**config.mk**
```make
export PLATFORM = sky130hd
export DESIGN_NAME = fps_ctrl_flat
export DESIGN_NICKNAME = d
export VERILOG_FILES = /design/src/hdl/fps_pkg.sv /design/src/hdl/fps_cmd_if.sv /design/src/hdl/fps_res_if.sv /design/src/hdl/fps_ctrl.sv /design/src/flat_wrapper.sv
export SDC_FILE = /design/constraint.sdc
export NUM_CORES = 1
export LEC_CHECK = 0
export BUFFER_PORTS_ARGS = -buffer_cell sky130_fd_sc_hd__buf_4
export CAP_MARGIN = 20
export CORE_MARGIN = 5
export CORE_UTILIZATION = 60
export CTS_CLUSTER_SIZE = 20
export DETAILED_ROUTE_END_ITERATION = 10
export GPL_TIMING_DRIVEN = 0
export PLACE_DENSITY = 0.83
export SKIP_CTS_REPAIR_TIMING = 1
export SLEW_MARGIN = 20
export SYNTH_ARGS = -nofsm -noshare
export SYNTH_HDL_FRONTEND = slang
export SYNTH_SLANG_ARGS = --single-unit
export TNS_END_PERCENT = 100
```
**constraint.sdc**
```tcl
create_clock -name i_clk -period 15.7 [get_ports i_clk]
set_input_delay 3.14 -clock i_clk [delete_from_list [all_inputs] [get_ports i_clk]]
set_output_delay 3.14 -clock i_clk [all_outputs]
set_load 0.01 [all_outputs]
```
**src/hdl/fps_pkg.sv**
```systemverilog
// ----------------------------------------------------------------------------
// Fenwick prefix sum table package
// Shared widths, command codes, sequencer states and the result record.
// ----------------------------------------------------------------------------
package fps_pkg;

    localparam int CMD_W            = 2;
    localparam int SIZE_W           = 11;
    localparam int DATA_W           = 32;
    localparam int MAX_ELEMENTS_DEF = 1024;

    localparam logic [CMD_W-1:0] CMD_ADD    = 2'd0;
    localparam logic [CMD_W-1:0] CMD_FOLD   = 2'd1;
    localparam logic [CMD_W-1:0] CMD_SEARCH = 2'd2;

    typedef enum logic [1:0] {
        S_CLEAR,
        S_IDLE,
        S_RUN,
        S_DONE
    } t_state;

    typedef struct packed {
        logic [DATA_W-1:0] sum;
        logic [SIZE_W-1:0] found_count;
        logic              error;
    } t_result;

endpackage

```
**src/hdl/fps_cmd_if.sv**
```systemverilog
// ----------------------------------------------------------------------------
// Fenwick prefix sum table command channel
// Valid/ready channel that carries one command beat.
// ----------------------------------------------------------------------------
interface fps_cmd_if import fps_pkg::*; ();

    logic              valid;
    logic              ready;
    logic [CMD_W-1:0]  command;
    logic [SIZE_W-1:0] position;
    logic [DATA_W-1:0] amount;
    logic [DATA_W-1:0] threshold;

    modport source (output valid, output command, output position, output amount,
                    output threshold, input ready);
    modport sink   (input valid, input command, input position, input amount,
                    input threshold, output ready);

endinterface

```
**src/hdl/fps_res_if.sv**
```systemverilog
// ----------------------------------------------------------------------------
// Fenwick prefix sum table result channel
// Valid/ready channel that carries one result beat.
// ----------------------------------------------------------------------------
interface fps_res_if import fps_pkg::*; ();

    logic              valid;
    logic              ready;
    logic [DATA_W-1:0] sum;
    logic [SIZE_W-1:0] found_count;
    logic              error;

    modport source (output valid, output sum, output found_count, output error,
                    input ready);
    modport sink   (input valid, input sum, input found_count, input error,
                    output ready);

endinterface

```
**src/hdl/fps_ctrl.sv**
```systemverilog
// ----------------------------------------------------------------------------
// Fenwick prefix sum table sequencer
// Walks the tree nodes of one command through the RAM and holds the result beat.
// ----------------------------------------------------------------------------
module fps_ctrl import fps_pkg::*; #(
    parameter int MAX_ELEMENTS = MAX_ELEMENTS_DEF,
    localparam int AW = $clog2(MAX_ELEMENTS + 1),
    localparam int LW = (AW > SIZE_W) ? AW : SIZE_W
) (
    input  logic              i_clk,
    input  logic              i_rst_n,
    input  logic [LW-1:0]     i_size,
    input  logic              i_clear,
    fps_cmd_if.sink           i_cmd,
    fps_res_if.source         o_res,
    output logic              o_ram_we,
    output logic [AW-1:0]     o_ram_waddr,
    output logic [DATA_W-1:0] o_ram_wdata,
    output logic [AW-1:0]     o_ram_raddr,
    input  logic [DATA_W-1:0] i_ram_rdata
);

    localparam int XW = LW + 1;

    function automatic logic [LW-1:0] f_top_bit(input logic [LW-1:0] v);
        logic [LW-1:0] r;
        r = '0;
        for (int b = 0; b < LW; b++) begin
            if (v[b]) begin
                r = LW'(1) << b;
            end
        end
        return r;
    endfunction

    t_state            r_state, n_state;
    logic [CMD_W-1:0]  r_cmd;
    logic [XW-1:0]     r_idx, n_idx;
    logic [XW-1:0]     r_i, n_i;
    logic [XW-1:0]     r_k, n_k;
    logic [DATA_W-1:0] r_amt, r_thr;
    logic [DATA_W-1:0] r_acc, n_acc;
    logic [AW-1:0]     r_clr_addr;
    t_result           r_res, n_res;
    t_result           r_out;
    logic              r_out_valid;

    logic              w_accept, w_imm, w_last, w_out_free, w_take;
    logic [XW-1:0]     w_size, w_pos, w_top;
    logic [XW-1:0]     w_add_next, w_fold_next, w_s_i, w_s_k, w_s_j, w_found;
    logic [DATA_W-1:0] w_trial, w_s_acc;
    t_result           w_imm_res;

    assign w_size     = XW'(i_size);
    assign w_pos      = XW'(i_cmd.position);
    assign w_top      = XW'(f_top_bit(i_size));
    assign w_accept   = i_cmd.valid & i_cmd.ready;
    assign w_out_free = ~r_out_valid | o_res.ready;

    assign w_add_next  = r_idx + (r_idx & (~r_idx + XW'(1)));
    assign w_fold_next = r_idx & (r_idx - XW'(1));
    assign w_trial     = r_acc + i_ram_rdata;
    assign w_take      = (r_idx <= w_size) && (w_trial < r_thr);
    assign w_s_i       = w_take ? r_idx : r_i;
    assign w_s_acc     = w_take ? w_trial : r_acc;
    assign w_s_k       = r_k >> 1;
    assign w_s_j       = w_s_i | w_s_k;
    assign w_found     = w_s_i + XW'(1);

    always_comb begin
        w_imm_res = '0;
        case (i_cmd.command)
            CMD_ADD: begin
                w_imm               = (w_pos >= w_size);
                w_imm_res.error     = w_imm;
            end
            CMD_FOLD: begin
                w_imm               = (w_pos > w_size) || (w_pos == '0);
                w_imm_res.error     = (w_pos > w_size);
            end
            CMD_SEARCH: begin
                w_imm               = (i_cmd.threshold == '0);
            end
            default: begin
                w_imm               = 1'b1;
                w_imm_res.error     = 1'b1;
            end
        endcase
    end

    always_comb begin
        case (r_cmd)
            CMD_ADD:    w_last = (w_add_next > w_size);
            CMD_FOLD:   w_last = (w_fold_next == '0);
            CMD_SEARCH: w_last = r_k[0];
            default:    w_last = 1'b1;
        endcase
    end

    always_comb begin
        n_state = r_state;
        case (r_state)
            S_CLEAR: begin
                if (r_clr_addr == AW'(MAX_ELEMENTS)) begin
                    n_state = S_IDLE;
                end
            end
            S_IDLE: begin
                if (w_accept) begin
                    n_state = w_imm ? S_DONE : S_RUN;
                end
            end
            S_RUN: begin
                if (w_last) begin
                    n_state = S_DONE;
                end
            end
            S_DONE: begin
                if (w_out_free) begin
                    n_state = S_IDLE;
                end
            end
            default: begin
                n_state = S_CLEAR;
            end
        endcase
        if (i_clear) begin
            n_state = S_CLEAR;
        end
    end

    always_comb begin
        n_idx       = r_idx;
        n_i         = r_i;
        n_k         = r_k;
        n_acc       = r_acc;
        n_res       = r_res;
        o_ram_we    = 1'b0;
        o_ram_waddr = r_idx[AW-1:0];
        o_ram_wdata = i_ram_rdata + r_amt;
        o_ram_raddr = '0;
        case (r_state)
            S_CLEAR: begin
                o_ram_we    = 1'b1;
                o_ram_waddr = r_clr_addr;
                o_ram_wdata = '0;
            end
            S_IDLE: begin
                if (w_accept) begin
                    n_acc = '0;
                    n_i   = '0;
                    n_res = w_imm_res;
                    case (i_cmd.command)
                        CMD_ADD:    n_idx = w_pos + XW'(1);
                        CMD_FOLD:   n_idx = w_pos;
                        CMD_SEARCH: begin
                            n_idx = w_top;
                            n_k   = w_top;
                        end
                        default:    n_idx = r_idx;
                    endcase
                    if (!w_imm) begin
                        o_ram_raddr = n_idx[AW-1:0];
                    end
                end
            end
            S_RUN: begin
                case (r_cmd)
                    CMD_ADD: begin
                        o_ram_we = 1'b1;
                        n_idx    = w_add_next;
                        n_res    = '0;
                        if (!w_last) begin
                            o_ram_raddr = w_add_next[AW-1:0];
                        end
                    end
                    CMD_FOLD: begin
                        n_acc       = w_trial;
                        n_idx       = w_fold_next;
                        o_ram_raddr = w_fold_next[AW-1:0];
                        n_res       = '0;
                        n_res.sum   = w_trial;
                    end
                    CMD_SEARCH: begin
                        n_i   = w_s_i;
                        n_acc = w_s_acc;
                        n_k   = w_s_k;
                        n_idx = w_s_j;
                        if (w_s_j <= w_size) begin
                            o_ram_raddr = w_s_j[AW-1:0];
                        end
                        n_res             = '0;
                        n_res.found_count = w_found[SIZE_W-1:0];
                    end
                    default: begin
                        n_res = r_res;
                    end
                endcase
            end
            default: begin
                n_res = r_res;
            end
        endcase
    end

    always_ff @(posedge i_clk) begin
        if (!i_rst_n) begin
            r_state     <= S_CLEAR;
            r_clr_addr  <= '0;
            r_out_valid <= 1'b0;
        end else begin
            r_state <= n_state;
            if (i_clear) begin
                r_clr_addr <= '0;
            end else if (r_state == S_CLEAR) begin
                r_clr_addr <= r_clr_addr + AW'(1);
            end
            if (r_state == S_DONE && w_out_free) begin
                r_out_valid <= 1'b1;
            end else if (o_res.ready) begin
                r_out_valid <= 1'b0;
            end
        end
    end

    always_ff @(posedge i_clk) begin
        if (w_accept) begin
            r_cmd <= i_cmd.command;
            r_amt <= i_cmd.amount;
            r_thr <= i_cmd.threshold;
        end
        r_idx <= n_idx;
        r_i   <= n_i;
        r_k   <= n_k;
        r_acc <= n_acc;
        r_res <= n_res;
        if (r_state == S_DONE && w_out_free) begin
            r_out <= r_res;
        end
    end

    assign i_cmd.ready       = (r_state == S_IDLE);
    assign o_res.valid       = r_out_valid;
    assign o_res.sum         = r_out.sum;
    assign o_res.found_count = r_out.found_count;
    assign o_res.error       = r_out.error;

    a_write_owner: assert property (@(posedge i_clk) disable iff (!i_rst_n)
        o_ram_we |-> (r_state == S_CLEAR || (r_state == S_RUN && r_cmd == CMD_ADD)))
        else $error("RAM written outside a clearing sweep or an add walk");

    a_node_range: assert property (@(posedge i_clk) disable iff (!i_rst_n)
        (r_state == S_RUN && r_cmd != CMD_SEARCH) |-> (r_idx != '0 && r_idx <= w_size))
        else $error("Tree walk left the active node range");

    a_search_bit: assert property (@(posedge i_clk) disable iff (!i_rst_n)
        (r_state == S_RUN && r_cmd == CMD_SEARCH) |-> $onehot(r_k))
        else $error("Search step bit is not a single bit");

    a_leave_idle: assert property (@(posedge i_clk) disable iff (!i_rst_n)
        w_accept |=> (r_state != S_IDLE))
        else $error("Command beat accepted without leaving idle");

endmodule

```
**src/flat_wrapper.sv**
```systemverilog
// flat-port wrapper written by rule: the top's interface ports become plain ports
module fps_ctrl_flat import fps_pkg::*;
#(
    parameter int MAX_ELEMENTS = MAX_ELEMENTS_DEF,
    localparam int AW = $clog2(MAX_ELEMENTS + 1),
    localparam int LW = (AW > SIZE_W) ? AW : SIZE_W
)
  (i_clk, i_rst_n, i_size, i_clear, o_ram_we, o_ram_waddr, o_ram_wdata, o_ram_raddr, i_ram_rdata, i_cmd_valid, i_cmd_command, i_cmd_position, i_cmd_amount, i_cmd_threshold, i_cmd_ready, o_res_valid, o_res_sum, o_res_found_count, o_res_error, o_res_ready);
  fps_cmd_if i_cmd_i ();
  fps_res_if o_res_i ();
  input  logic i_clk;
  input  logic i_rst_n;
  input  logic [LW-1:0] i_size;
  input  logic i_clear;
  output logic o_ram_we;
  output logic [AW-1:0] o_ram_waddr;
  output logic [DATA_W-1:0] o_ram_wdata;
  output logic [AW-1:0] o_ram_raddr;
  input  logic [DATA_W-1:0] i_ram_rdata;
  input wire logic [$bits(i_cmd_i.valid)-1:0] i_cmd_valid;
  input wire logic [$bits(i_cmd_i.command)-1:0] i_cmd_command;
  input wire logic [$bits(i_cmd_i.position)-1:0] i_cmd_position;
  input wire logic [$bits(i_cmd_i.amount)-1:0] i_cmd_amount;
  input wire logic [$bits(i_cmd_i.threshold)-1:0] i_cmd_threshold;
  output wire logic [$bits(i_cmd_i.ready)-1:0] i_cmd_ready;
  output wire logic [$bits(o_res_i.valid)-1:0] o_res_valid;
  output wire logic [$bits(o_res_i.sum)-1:0] o_res_sum;
  output wire logic [$bits(o_res_i.found_count)-1:0] o_res_found_count;
  output wire logic [$bits(o_res_i.error)-1:0] o_res_error;
  input wire logic [$bits(o_res_i.ready)-1:0] o_res_ready;
  assign i_cmd_i.valid = i_cmd_valid;
  assign i_cmd_i.command = i_cmd_command;
  assign i_cmd_i.position = i_cmd_position;
  assign i_cmd_i.amount = i_cmd_amount;
  assign i_cmd_i.threshold = i_cmd_threshold;
  assign i_cmd_ready = i_cmd_i.ready;
  assign o_res_valid = o_res_i.valid;
  assign o_res_sum = o_res_i.sum;
  assign o_res_found_count = o_res_i.found_count;
  assign o_res_error = o_res_i.error;
  assign o_res_i.ready = o_res_ready;
  fps_ctrl #(.MAX_ELEMENTS(MAX_ELEMENTS)) u_core (.i_clk(i_clk), .i_rst_n(i_rst_n), .i_size(i_size), .i_clear(i_clear), .i_cmd(i_cmd_i), .o_res(o_res_i), .o_ram_we(o_ram_we), .o_ram_waddr(o_ram_waddr), .o_ram_wdata(o_ram_wdata), .o_ram_raddr(o_ram_raddr), .i_ram_rdata(i_ram_rdata));
endmodule
```
Word-level counts from Yosys, hierarchy flattened:

Index checks and enable logic that the tools add are counted.

* output and inout bits: 101
* input bits: 125
* flip-flop bits (word level): 236
* logic and storage cells: 126

* $lt $le $gt $ge: 6
* multiplexer cells: 51
* reduce and logical (&&, ||, !) cells: 18
* equality and inequality tests: 18
* bitwise gates (word level): 8
* add/sub/neg operators: 8

Operators by type and width (number)
* 11-bit two-way mux: 15
* 44-bit case mux with 3 select lines: 1
* 32-bit case mux with 2 select lines: 2
* 32-bit two-way mux: 3
* 44-bit case mux with 2 select lines: 1
* 12-bit two-way mux: 7
* 12-bit case mux with 2 select lines: 3
* 12-bit case mux with 3 select lines: 2
* 32-bit adder: 2
* 44-bit two-way mux: 1
* 11-bit case mux with 3 select lines: 1
* 32-bit zero test: 1
* 32-bit less-than comparator: 1
* 12-bit AND: 2
* 12-bit by 11-bit <= comparator with 1-bit output: 2
* 12-bit zero test: 2
* 11-bit by 1-bit adder with 11-bit output (second input constant): 2
* 11-bit case mux with 2 select lines: 1
* 4-bit AND reduction: 4
* 11-bit by 1-bit adder with 12-bit output (second input constant): 1
* 12-bit by 1-bit adder with 12-bit output (second input constant): 1
* 12-bit adder: 1
* 12-bit by 11-bit greater-than comparator with 1-bit output: 1
* 12-bit inverter: 1
* other kinds (26): 51

Logic depth before layout (Yosys ltp):

Gate-level depths: netlist of run 1.

* word-level depth: 15
* mapped depth: 29
* depth with buffers taken out: 29

Worst setup path after synthesis of run 1:

Ideal clock, no wire load.

* kind: input-to-output
* start point: input i_ram_rdata[14]
* end point: output o_ram_raddr[9]
* arrival: 8394 ps
* slack: 4166 ps
* buffers on the path: 0
* cell stages on the path: 25
* data required time: 12560 ps
* path through: ha_1 nand4_1 o31ai_1 a21oi_1 or4_1 a31o_2 a21oi_1 xor2_1 ha_1 a21o_1 a21o_1 a221o_1 a2111oi_4 mux2_2 nor2_1 inv_1 ha_1 nor2b_1 o21ai_0 a21oi_1 o211ai_1 and4b_1 o221ai_4 a21oi_1 a221o_1

* cells in the longest elaborated chain, start to end: 9

Ends and longest elaborated chain
* start: declaration: RTL line flat_wrapper.sv:19 `input logic [DATA_W-1:0] i_ram_rdata;`
* 32-bit adder: RTL line fps_ctrl.sv:62 `assign w_trial = r_acc + i_ram_rdata;`
* 32-bit less-than comparator: RTL line fps_ctrl.sv:63 `assign w_take = (r_idx <= w_size) && (w_trial < r_thr);`
* 1-bit logical AND: RTL line fps_ctrl.sv:63
* 12-bit two-way mux: RTL line fps_ctrl.sv:64 `assign w_s_i = w_take ? r_idx : r_i;`
* net u_core.w_s_i[1]: RTL line fps_ctrl.sv:50 `logic [XW-1:0] w_add_next, w_fold_next, w_s_i, w_s_k, w_s_j, w_found;`
* 12-bit by 11-bit bitwise OR with 12-bit output: RTL line fps_ctrl.sv:67 `assign w_s_j = w_s_i | w_s_k;`
* 12-bit by 11-bit <= comparator with 1-bit output: RTL line fps_ctrl.sv:189 `if (w_s_j <= w_size) begin`
* 11-bit two-way mux: RTL line fps_ctrl.sv:189
* 11-bit case mux with 3 select lines: RTL line fps_ctrl.sv:168 `case (r_cmd)`
* 11-bit case mux with 2 select lines: RTL line fps_ctrl.sv:142 `case (r_state)`
* end: declaration: RTL line flat_wrapper.sv:18 `output logic [AW-1:0] o_ram_raddr;`

The timed path passes the listed nets, and every way through them passes these cells.

Worst setup path after layout of run 1:

* start point: input i_ram_rdata[0]
* end point: output o_ram_raddr[9]

* cells in the longest elaborated chain, start to end: 9

Ends and longest elaborated chain (RTL line)
* 32-bit adder (*): fps_ctrl.sv:62
* 32-bit less-than comparator (*): fps_ctrl.sv:63
* 1-bit logical AND (*): fps_ctrl.sv:63
* 12-bit two-way mux (*): fps_ctrl.sv:64
* 12-bit by 11-bit bitwise OR with 12-bit output (*): fps_ctrl.sv:67
* 12-bit by 11-bit <= comparator with 1-bit output: fps_ctrl.sv:189
* 11-bit two-way mux (*): fps_ctrl.sv:189
* 11-bit case mux with 3 select lines (*): fps_ctrl.sv:168
* 11-bit case mux with 2 select lines (*): fps_ctrl.sv:142

Mark *: on every way between the ends. The rest lies on a longest branch, timed or not.

==> flow_summary.rst, run 1 <==
.. list-table::
   :header-rows: 1

   * - Metric
     - Value
   * - Share of cell area taken by muxes after synthesis
     - 2.465%
   * - Routed via count
     - 14450
   * - Shortest period the worst path allows
     - approximately 14 ns
   * - Commonest cells after routing, fill and taps aside
     - sky130_fd_sc_hd__buf_4 (227), sky130_fd_sc_hd__edfxtp_1 (221), sky130_fd_sc_hd__ha_1 (149), sky130_fd_sc_hd__nor2_1 (133), sky130_fd_sc_hd__nand2_1 (132)
   * - Syn Std Cell Area
     - 16140 um2
   * - Result of the run
     - finished, final reports clean
   * - Setup repair after global routing missed its margin
     - no
   * - Number of DRC markers in iteration 0
     - 1627
   * - Source-to-sink clock delay at the later pin of the worst-skew pair
     - 0.54 ns
   * - Overall global routing resource usage
     - 33.92%
   * - Worst voltage drop across the vdd grid
     - 78.55 uV
   * - Worst setup skew after layout
     - 0.01801 ns
   * - Most common flop cell mapped by yosys
     - sky130_fd_sc_hd__edfxtp_1
   * - Number of clock buffers inserted by TritonCTS
     - 26
   * - Post-synthesis area per instance
     - around 9.9 um2
   * - Highest fanout seen on the critical path
     - 10
   * - Synthesized instance count
     - 1631
   * - TritonCTS clock tree
     - done
   * - Pwr per Cell Area
     - 78.12 nW/um2
   * - Number of I/O port buffers
     - 225
   * - Post-Syn Nets
     - 1907
   * - Maximum achievable frequency
     - 73.50 MHz
   * - Final count of hold timing violations
     - 0
   * - Pin count of the biggest net entering global routing
     - 36
   * - Worst-case clock buffer depth
     - 3
   * - Sum of negative setup slack
     - 0 ns
   * - Part of the cycle the worst path needs
     - 86.65%
   * - Gp weighted congestion
     - approximately 1
   * - Core ar.
     - 26730 um2
   * - Post-synth EDFFs
     - 221
   * - NumNets Final
     - between 2000 and 2500
   * - Number of synthesized register bits
     - 235
   * - Global-route wire length before repair
     - around 81000 um
   * - Width of the die
     - 174.0 um
   * - Worst EP required
     - 12.56 ns
   * - Vias in the first global route
     - 14060
   * - CTS root buf
     - sky130_fd_sc_hd__clkbuf_16
   * - Die area
     - between 30000 and 40000 um2
   * - # setup viols final
     - 0
   * - Max Transition Viols Final
     - 0
   * - Layout Area Growth over Synthesis
     - 19.56%
   * - Number of max-cap violations
     - 0
   * - Async SR Flop Fraction
     - 0%
   * - Total half-perimeter wirelength after legalization and detailed placement
     - 41470 um
   * - Cell accounting for the most synthesized area
     - sky130_fd_sc_hd__edfxtp_1
   * - Post-synth cell types
     - 87
   * - Leak Pwr
     - 7.749 nW
   * - Worst slew pin tran
     - 0.9254 ns
   * - Post-synth top area share
     - just over 40%
   * - Worst-case headroom to the max-slew limit
     - 38.31%
   * - Sinks on Clock Net
     - 235
   * - Vias per inst
     - 6.421
   * - Setup Crit Path Kind
     - primary input to primary output
   * - Synthesized-area fraction occupied by adder cells
     - 11.86%
   * - Remaining routing DRC violations
     - 0
   * - Starting Density
     - 60.39%
   * - Floorplan die height
     - about 170 um
   * - WL per Instance
     - about 24 um
   * - Count of synthesis-stage warnings from yosys
     - 0
   * - Basic-gate share of the synthesized area counting and, or, nand and nor cells
     - 17.65%
   * - Critical Path End Type
     - primary output
   * - Synthesized-area fraction occupied by ao, oa, aoi and oai cells
     - 17.53%
   * - Kind of start point of the critical path
     - primary input
   * - Hold WC Path Type
     - flop to flop
   * - Top Ports
     - 226
   * - Length of the first detailed-routing pass in iterations
     - 5
   * - Cell types occupying the most area after synthesis
     - sky130_fd_sc_hd__edfxtp_1 (41%), sky130_fd_sc_hd__ha_1 (12%), sky130_fd_sc_hd__a21oi_1 (3.2%), sky130_fd_sc_hd__nor2_1 (3.1%), sky130_fd_sc_hd__nand2_1 (3.1%)
   * - Number of placement rows
     - 60
   * - Sum of overflow across all layers after global routing
     - 0
   * - Final design instance area without fill
     - around 19000 um2
   * - Layout cells sized above 1
     - 17.34%
   * - Worst Hold Margin
     - 0.4169 ns
   * - Arrival time at the worst endpoint
     - 10.46 ns
   * - Clock-pin slew on the worst setup and hold paths
     - 0.06 ns
   * - Post-place instance area
     - 18410 um2
   * - Final wirelength
     - about 53000 um
   * - Synthesized-area fraction occupied by xor and xnor cells
     - 3.853%
   * - Number of levels in the clock H-tree
     - 1
   * - Most common cell after layout, fill and taps aside
     - sky130_fd_sc_hd__buf_4
   * - DRT antenna net count
     - 0
   * - Register area share after synthesis
     - 42.85%
   * - Number of antenna violations at the first check in global routing
     - 2
   * - Dominant combinational cell family by area after synthesis
     - simple AND/OR/NAND/NOR gates
-- synthesized netlist by cell type (9+ instances only) --
cell type                  instances
sky130_fd_sc_hd__o31ai_1          10
sky130_fd_sc_hd__nor3_1           32
sky130_fd_sc_hd__a21oi_1         103
sky130_fd_sc_hd__ha_1            149
sky130_fd_sc_hd__o211ai_1         22
sky130_fd_sc_hd__nand3_1          46
sky130_fd_sc_hd__o21a_1           17
sky130_fd_sc_hd__o21bai_1         13
sky130_fd_sc_hd__nor4_1           16
sky130_fd_sc_hd__nand4_1          22
sky130_fd_sc_hd__nor2b_1          31
sky130_fd_sc_hd__and3_1           24
sky130_fd_sc_hd__nor2_1          134
sky130_fd_sc_hd__o22ai_1          13
sky130_fd_sc_hd__xnor2_1          40
sky130_fd_sc_hd__nand2b_1         15
sky130_fd_sc_hd__or3_1             9
sky130_fd_sc_hd__inv_1            94
sky130_fd_sc_hd__dfxtp_1          14
sky130_fd_sc_hd__clkbuf_1         46
sky130_fd_sc_hd__xor2_1           31
sky130_fd_sc_hd__nand2_1         132
sky130_fd_sc_hd__mux2i_1          20
sky130_fd_sc_hd__a31oi_1          11
sky130_fd_sc_hd__a21o_1           41
sky130_fd_sc_hd__o21ai_0          83
sky130_fd_sc_hd__edfxtp_1        221
sky130_fd_sc_hd__mux2_2           13
sky130_fd_sc_hd__a211oi_1         25
sky130_fd_sc_hd__and2_1           56
-- routing by layer --
| layer | GRT usage (%) | vias up | part of all wire, % | wire, um |
|---|---|---|---|---|
| li1 | - | 6618 | - | - |
| met1 | 49.23 | 6825 | 43 | 22660 |
| met2 | 51.82 | 900 | 43 | 22850 |
| met3 | 7.590 | 109 | 11 | 6005 |
| met4 | 9.073 | 2 | 3.0 | 1609 |
| met5 | 0 | - | 0.030 | 16 |
-- through the flow --
| step | setup slack [ns] | utilization (%) | cells | power (W) |
|---|---|---|---|---|
| global route | 1.953 | 72.21 | 2251 | 0.001554 |
| CTS | 2.416 | 72.18 | 2250 | 0.001505 |
| floorplan | 4.166 | - | 1631 | 0.0008152 |
| finish | 2.095 | 72.21 | 2251 | 0.001508 |
| global placement | 2.498 | 68.31 | 2197 | 0.0008828 |
| detailed placement | 2.482 | 68.90 | 2203 | 0.0008882 |
-- registers in the layout, indices dropped and copies added, names as in the netlist --
register / cells
u_core.r_cmd: 2
u_core.r_state: 2
u_core.r_clr_addr: 11
u_core.o_res.sum: 32
u_core.o_res.valid: 1
u_core.r_acc: 32
u_core.r_idx: 12
u_core.o_res.found_count: 11
u_core.o_res.error: 1
u_core.r_res: 44
u_core.r_i: 12
u_core.r_k: 11
u_core.r_amt: 32
u_core.r_thr: 32
-- cells by family after synthesis --
group / count (synthesis)
buffers and inverters: 156
AND/OR/NAND/NOR: 562
XOR/XNOR: 71
adder cells (fa/ha/maj): 152
multiplexers: 36
flip-flops: 235
AO/OA/AOI/OAI: 419
-- layout make-up --
type,instances,area [um2]
diodes,1,2.502
plain buffers,61,254.0
clock buffers,34,752.0
clock inverters,13,126.4
fillers,1927,7428
inverters,95,359.1
multi-input cells,1240,8648
flip-flops and latches,235,6917
well taps,341,426.7
repair buffers,231,1812
-- worst max-delay path: stages --
cell and delay, ns:
sky130_fd_sc_hd__buf_4 0.12, sky130_fd_sc_hd__ha_1 0.23, sky130_fd_sc_hd__inv_1 0.08, sky130_fd_sc_hd__fa_1 0.22
sky130_fd_sc_hd__nor2b_1 0.08, sky130_fd_sc_hd__o31a_1 0.27, sky130_fd_sc_hd__o21a_1 0.21, sky130_fd_sc_hd__o31ai_1 0.56
sky130_fd_sc_hd__o31ai_1 0.27, sky130_fd_sc_hd__o21a_1 0.27, sky130_fd_sc_hd__o311ai_1 0.58, sky130_fd_sc_hd__ha_1 0.35
sky130_fd_sc_hd__nand4_1 0.12, sky130_fd_sc_hd__nor4_1 0.08, sky130_fd_sc_hd__a221o_1 0.36, sky130_fd_sc_hd__a2111oi_4 0.59
sky130_fd_sc_hd__mux2i_1 0.67, sky130_fd_sc_hd__nor2b_1 0.35, sky130_fd_sc_hd__inv_1 0.08, sky130_fd_sc_hd__ha_1 0.30
sky130_fd_sc_hd__o21ai_0 0.09, sky130_fd_sc_hd__a21oi_1 0.15, sky130_fd_sc_hd__o211ai_1 0.10, sky130_fd_sc_hd__and4b_1 0.24
sky130_fd_sc_hd__o221ai_4 0.39, sky130_fd_sc_hd__a21oi_1 0.09, sky130_fd_sc_hd__a221o_1 0.28, sky130_fd_sc_hd__buf_4 0.14
-- final timing paths --
check / start / end / slack, ns / cells after the start
max: i_ram_rdata[0] / o_ram_raddr[9] / 2.10 / 28
min: u_core.r_res[29] / u_core.o_res.sum[17] / 0.42 / 0
max reg2reg: u_core.r_acc[0] / u_core.r_acc[25] / 9.00 / 20
min reg2reg: u_core.r_res[29] / u_core.o_res.sum[17] / 0.42 / 0
-- report_power, final --
part	leakage, nW	internal (W)	switching (W)
Combinational	5.30	0.0000862	0.000118
Clock	0.427	0.000370	0.000255
Sequential	2.03	0.000679	0.000000413
Power figures use the tool's default switching activity.
==> inputs of run 2 (changes only) <==
Settings changed: CTS_BUF_LIST set to sky130_fd_sc_hd__clkbuf_4.
==> run 2 against run 1 <==
  * Clock power up 2%
  * Register-to-register slack better by 0.16 ns
  * Highest routed layer unchanged
  * Combinational power about the same
  * Largest cell class unchanged
  * Final area up 0.30%
  * Flip-flop and latch count unchanged
  * Die area unchanged
  * Core utilization up 0.22 points
  * Global-route usage up 0.62 points
  * Count of clock-buffer cells in the layout up 58
  * Maximum frequency up 1.4%
==> flow_summary.rst, run 2 (synthesized netlist as in run 1, its figures left out) <==
.. list-table::
   :header-rows: 1

   * - Metric
     - Value
   * - Result of the run
     - finished, final reports clean
   * - # setup viols final
     - 0 (unchanged)
   * - Highest fanout seen on the critical path
     - 10 (unchanged)
   * - Routed via count
     - 14780 (+2.3%)
   * - Most common cell after layout, fill and taps aside
     - sky130_fd_sc_hd__buf_4
   * - Setup repair after global routing missed its margin
     - no
   * - Top Ports
     - 226 (unchanged)
   * - Layout cells sized above 1
     - 19.85% (+2.5 points)
   * - Worst slew pin tran
     - 0.9779 ns (+0.05249 ns)
   * - Sum of overflow across all layers after global routing
     - 0 (unchanged)
   * - Commonest cells after routing, fill and taps aside
     - sky130_fd_sc_hd__buf_4 (227), sky130_fd_sc_hd__edfxtp_1 (221), sky130_fd_sc_hd__ha_1 (149), sky130_fd_sc_hd__nor2_1 (133), sky130_fd_sc_hd__nand2_1 (132)
   * - Critical Path End Type
     - primary output
   * - Vias in the first global route
     - 14410 (+2.5%)
   * - Setup Crit Path Kind
     - primary input to primary output
   * - Max stage delay on crit path
     - 0.58 ns (-0.09 ns)
   * - NumNets Final
     - 2207 (+1.9%)
   * - Worst setup skew after layout
     - 0.07605 ns (+0.05804 ns)
   * - Setup slack of the critical path after layout
     - 2.282 ns (+0.1869 ns)
   * - Final wirelength
     - 53870 um (+1.4%)
   * - Number of clock buffers inserted by TritonCTS
     - 67 (+160%)
   * - Overall Power
     - 0.001521 W (+0.92%)
   * - Arrival time at the worst endpoint
     - 10.28 ns (-0.18 ns)
   * - Maximum achievable frequency
     - 74.53 MHz (+1.4%)
   * - DRT antenna net count
     - 0 (unchanged)
   * - Worst voltage drop across the vdd grid
     - 70.66 uV (-10%)
   * - Worst EP required
     - 12.56 ns (about the same)
   * - Number of antenna violations at the first check in global routing
     - 4 (+2)
   * - Worst-case clock buffer depth
     - 3 (unchanged)
   * - Gp weighted congestion
     - 1.007 (unchanged)
   * - Max reg flops
     - 44 (unchanged)
   * - Number of max-cap violations
     - 0 (unchanged)
   * - Shortest period the worst path allows
     - 13.42 ns (-0.1869 ns)
   * - Sinks on Clock Net
     - 235 (unchanged)
   * - Source-to-sink clock delay at the later pin of the worst-skew pair
     - 0.70 ns (+0.16 ns)
   * - Kind of start point of the critical path
     - primary input
   * - Starting Density
     - 60.39% (unchanged)
   * - Final count of hold timing violations
     - 0 (unchanged)
   * - CTS root buf
     - sky130_fd_sc_hd__clkbuf_4
   * - Floorplan die height
     - 174.0 um (unchanged)
   * - Global-route wire length before repair
     - 81990 um (+1.4%)
   * - Most flop-heavy register
     - u_core.r_res
   * - Width of the die
     - 174.0 um (unchanged)
   * - Sum of negative setup slack
     - 0 ns (unchanged)
   * - Die area
     - 30280 um2 (unchanged)
   * - Place WS
     - 2.482 ns (unchanged)
   * - Length of the first detailed-routing pass in iterations
     - 7 (+2)
   * - TritonCTS clock tree
     - done
   * - Max Transition Viols Final
     - 0 (unchanged)
   * - Part of the cycle the worst path needs
     - 85.46% (-1.2 points)
   * - Core ar.
     - 26730 um2 (unchanged)
   * - Number of DRC markers in iteration 0
     - 1678 (+3.1%)
   * - Filler cell count in the final layout
     - 1948 (+1.1%)
   * - Pin count of the biggest net entering global routing
     - 36 (unchanged)
   * - Leak Pwr
     - 7.864 nW (+1.5%)
   * - Overall global routing resource usage
     - 34.54% (+0.62 points)
   * - Number of I/O port buffers
     - 225 (unchanged)
   * - WL per Instance
     - 23.19 um (-1.8%)
   * - Post-place instance area
     - 18410 um2 (unchanged)
   * - Final design instance area without fill
     - 19350 um2 (+0.30%)
   * - Total half-perimeter wirelength after legalization and detailed placement
     - 41470 um (unchanged)
   * - Worst-case headroom to the max-slew limit
     - 34.81% (-3.5 points)
   * - CP max-delay cell
     - sky130_fd_sc_hd__a2111oi_4
   * - Number of levels in the clock H-tree
     - 3 (+2)
   * - Crit path top cell by count
     - sky130_fd_sc_hd__ha_1
   * - Vias per inst
     - 6.362 (-0.91%)
   * - Origin of the critical flop-to-flop path
     - u_core.r_acc[0]
   * - Worst Setup SP
     - i_ram_rdata[0]
   * - Clock-pin slew on the worst setup and hold paths
     - 0.06 ns (about the same)
   * - Hold WC Path Type
     - flop to flop
   * - Layout Area Growth over Synthesis
     - 19.91%
   * - Hold Crit Start
     - u_core.r_res[12]
   * - Pwr per Cell Area
     - 78.61 nW/um2 (+0.62%)
   * - Remaining routing DRC violations
     - 0 (unchanged)
   * - Number of placement rows
     - 60 (unchanged)
-- run 2: worst max-delay path, delay by kind of cell --
| family | cells | cell delay [ns] |
|---|---|---|
| buffers and inverters | 5 | 0.69 |
| and+or+nand+nor | 5 | 0.78 |
| adders and majority gates | 4 | 1.05 |
| muxes | 1 | 0.49 |
| AOI/OAI and AO/OA | 14 | 4.09 |
-- run 2: path summary, 6_finish.rpt --
check	endpoint	slack, ns	cells past startpoint
worst min register to register	u_core.o_res.sum[0]	0.41	0
worst min-delay path	u_core.o_res.sum[0]	0.41	0
worst max register to register	u_core.r_acc[18]	9.16	20
worst max-delay path	o_ram_raddr[9]	2.28	29
-- run 2: layer usage --
metal / global-route usage, % / part of all wire, % / vias to the layer above
met5: 0 / 0.032 / -
met4: 11.45 / 3.6 / 2
met1: 48.54 / 42 / 6925
li1: - / - / 6737
met3: 9.809 / 12 / 165
met2: 51.93 / 43 / 951
-- run 2: area by class of cell --
type                    instances  area (um2)  share of cell area, %
multi-input cells            1240        8648                  44.68
flip-flops and latches        235        6917                  35.74
repair buffers                231        1812                  9.361
clock buffers                  92       690.7                  3.568
well taps                     341       426.7                  2.204
inverters                      95       359.1                  1.855
plain buffers                  61       254.0                  1.312
clock inverters                26       242.7                  1.254
diodes                          2       5.005                0.02586
-- run 2: power breakdown --
part           total (W)  internal [W]  switching, W
sequential      0.000679      0.000678   0.000000491
clock           0.000639      0.000356      0.000284
combinational   0.000203     0.0000860      0.000117
-- run 2: per-stage QoR --
stage	std cells	hold WS [ns]	util, %
floorplan	1631	0.4003	-
global placement	2197	0.4013	68.31
detailed placement	2203	0.4045	68.90
CTS	2321	0.4131	72.39
global route	2323	0.4227	72.42
finish	2323	0.4109	72.42
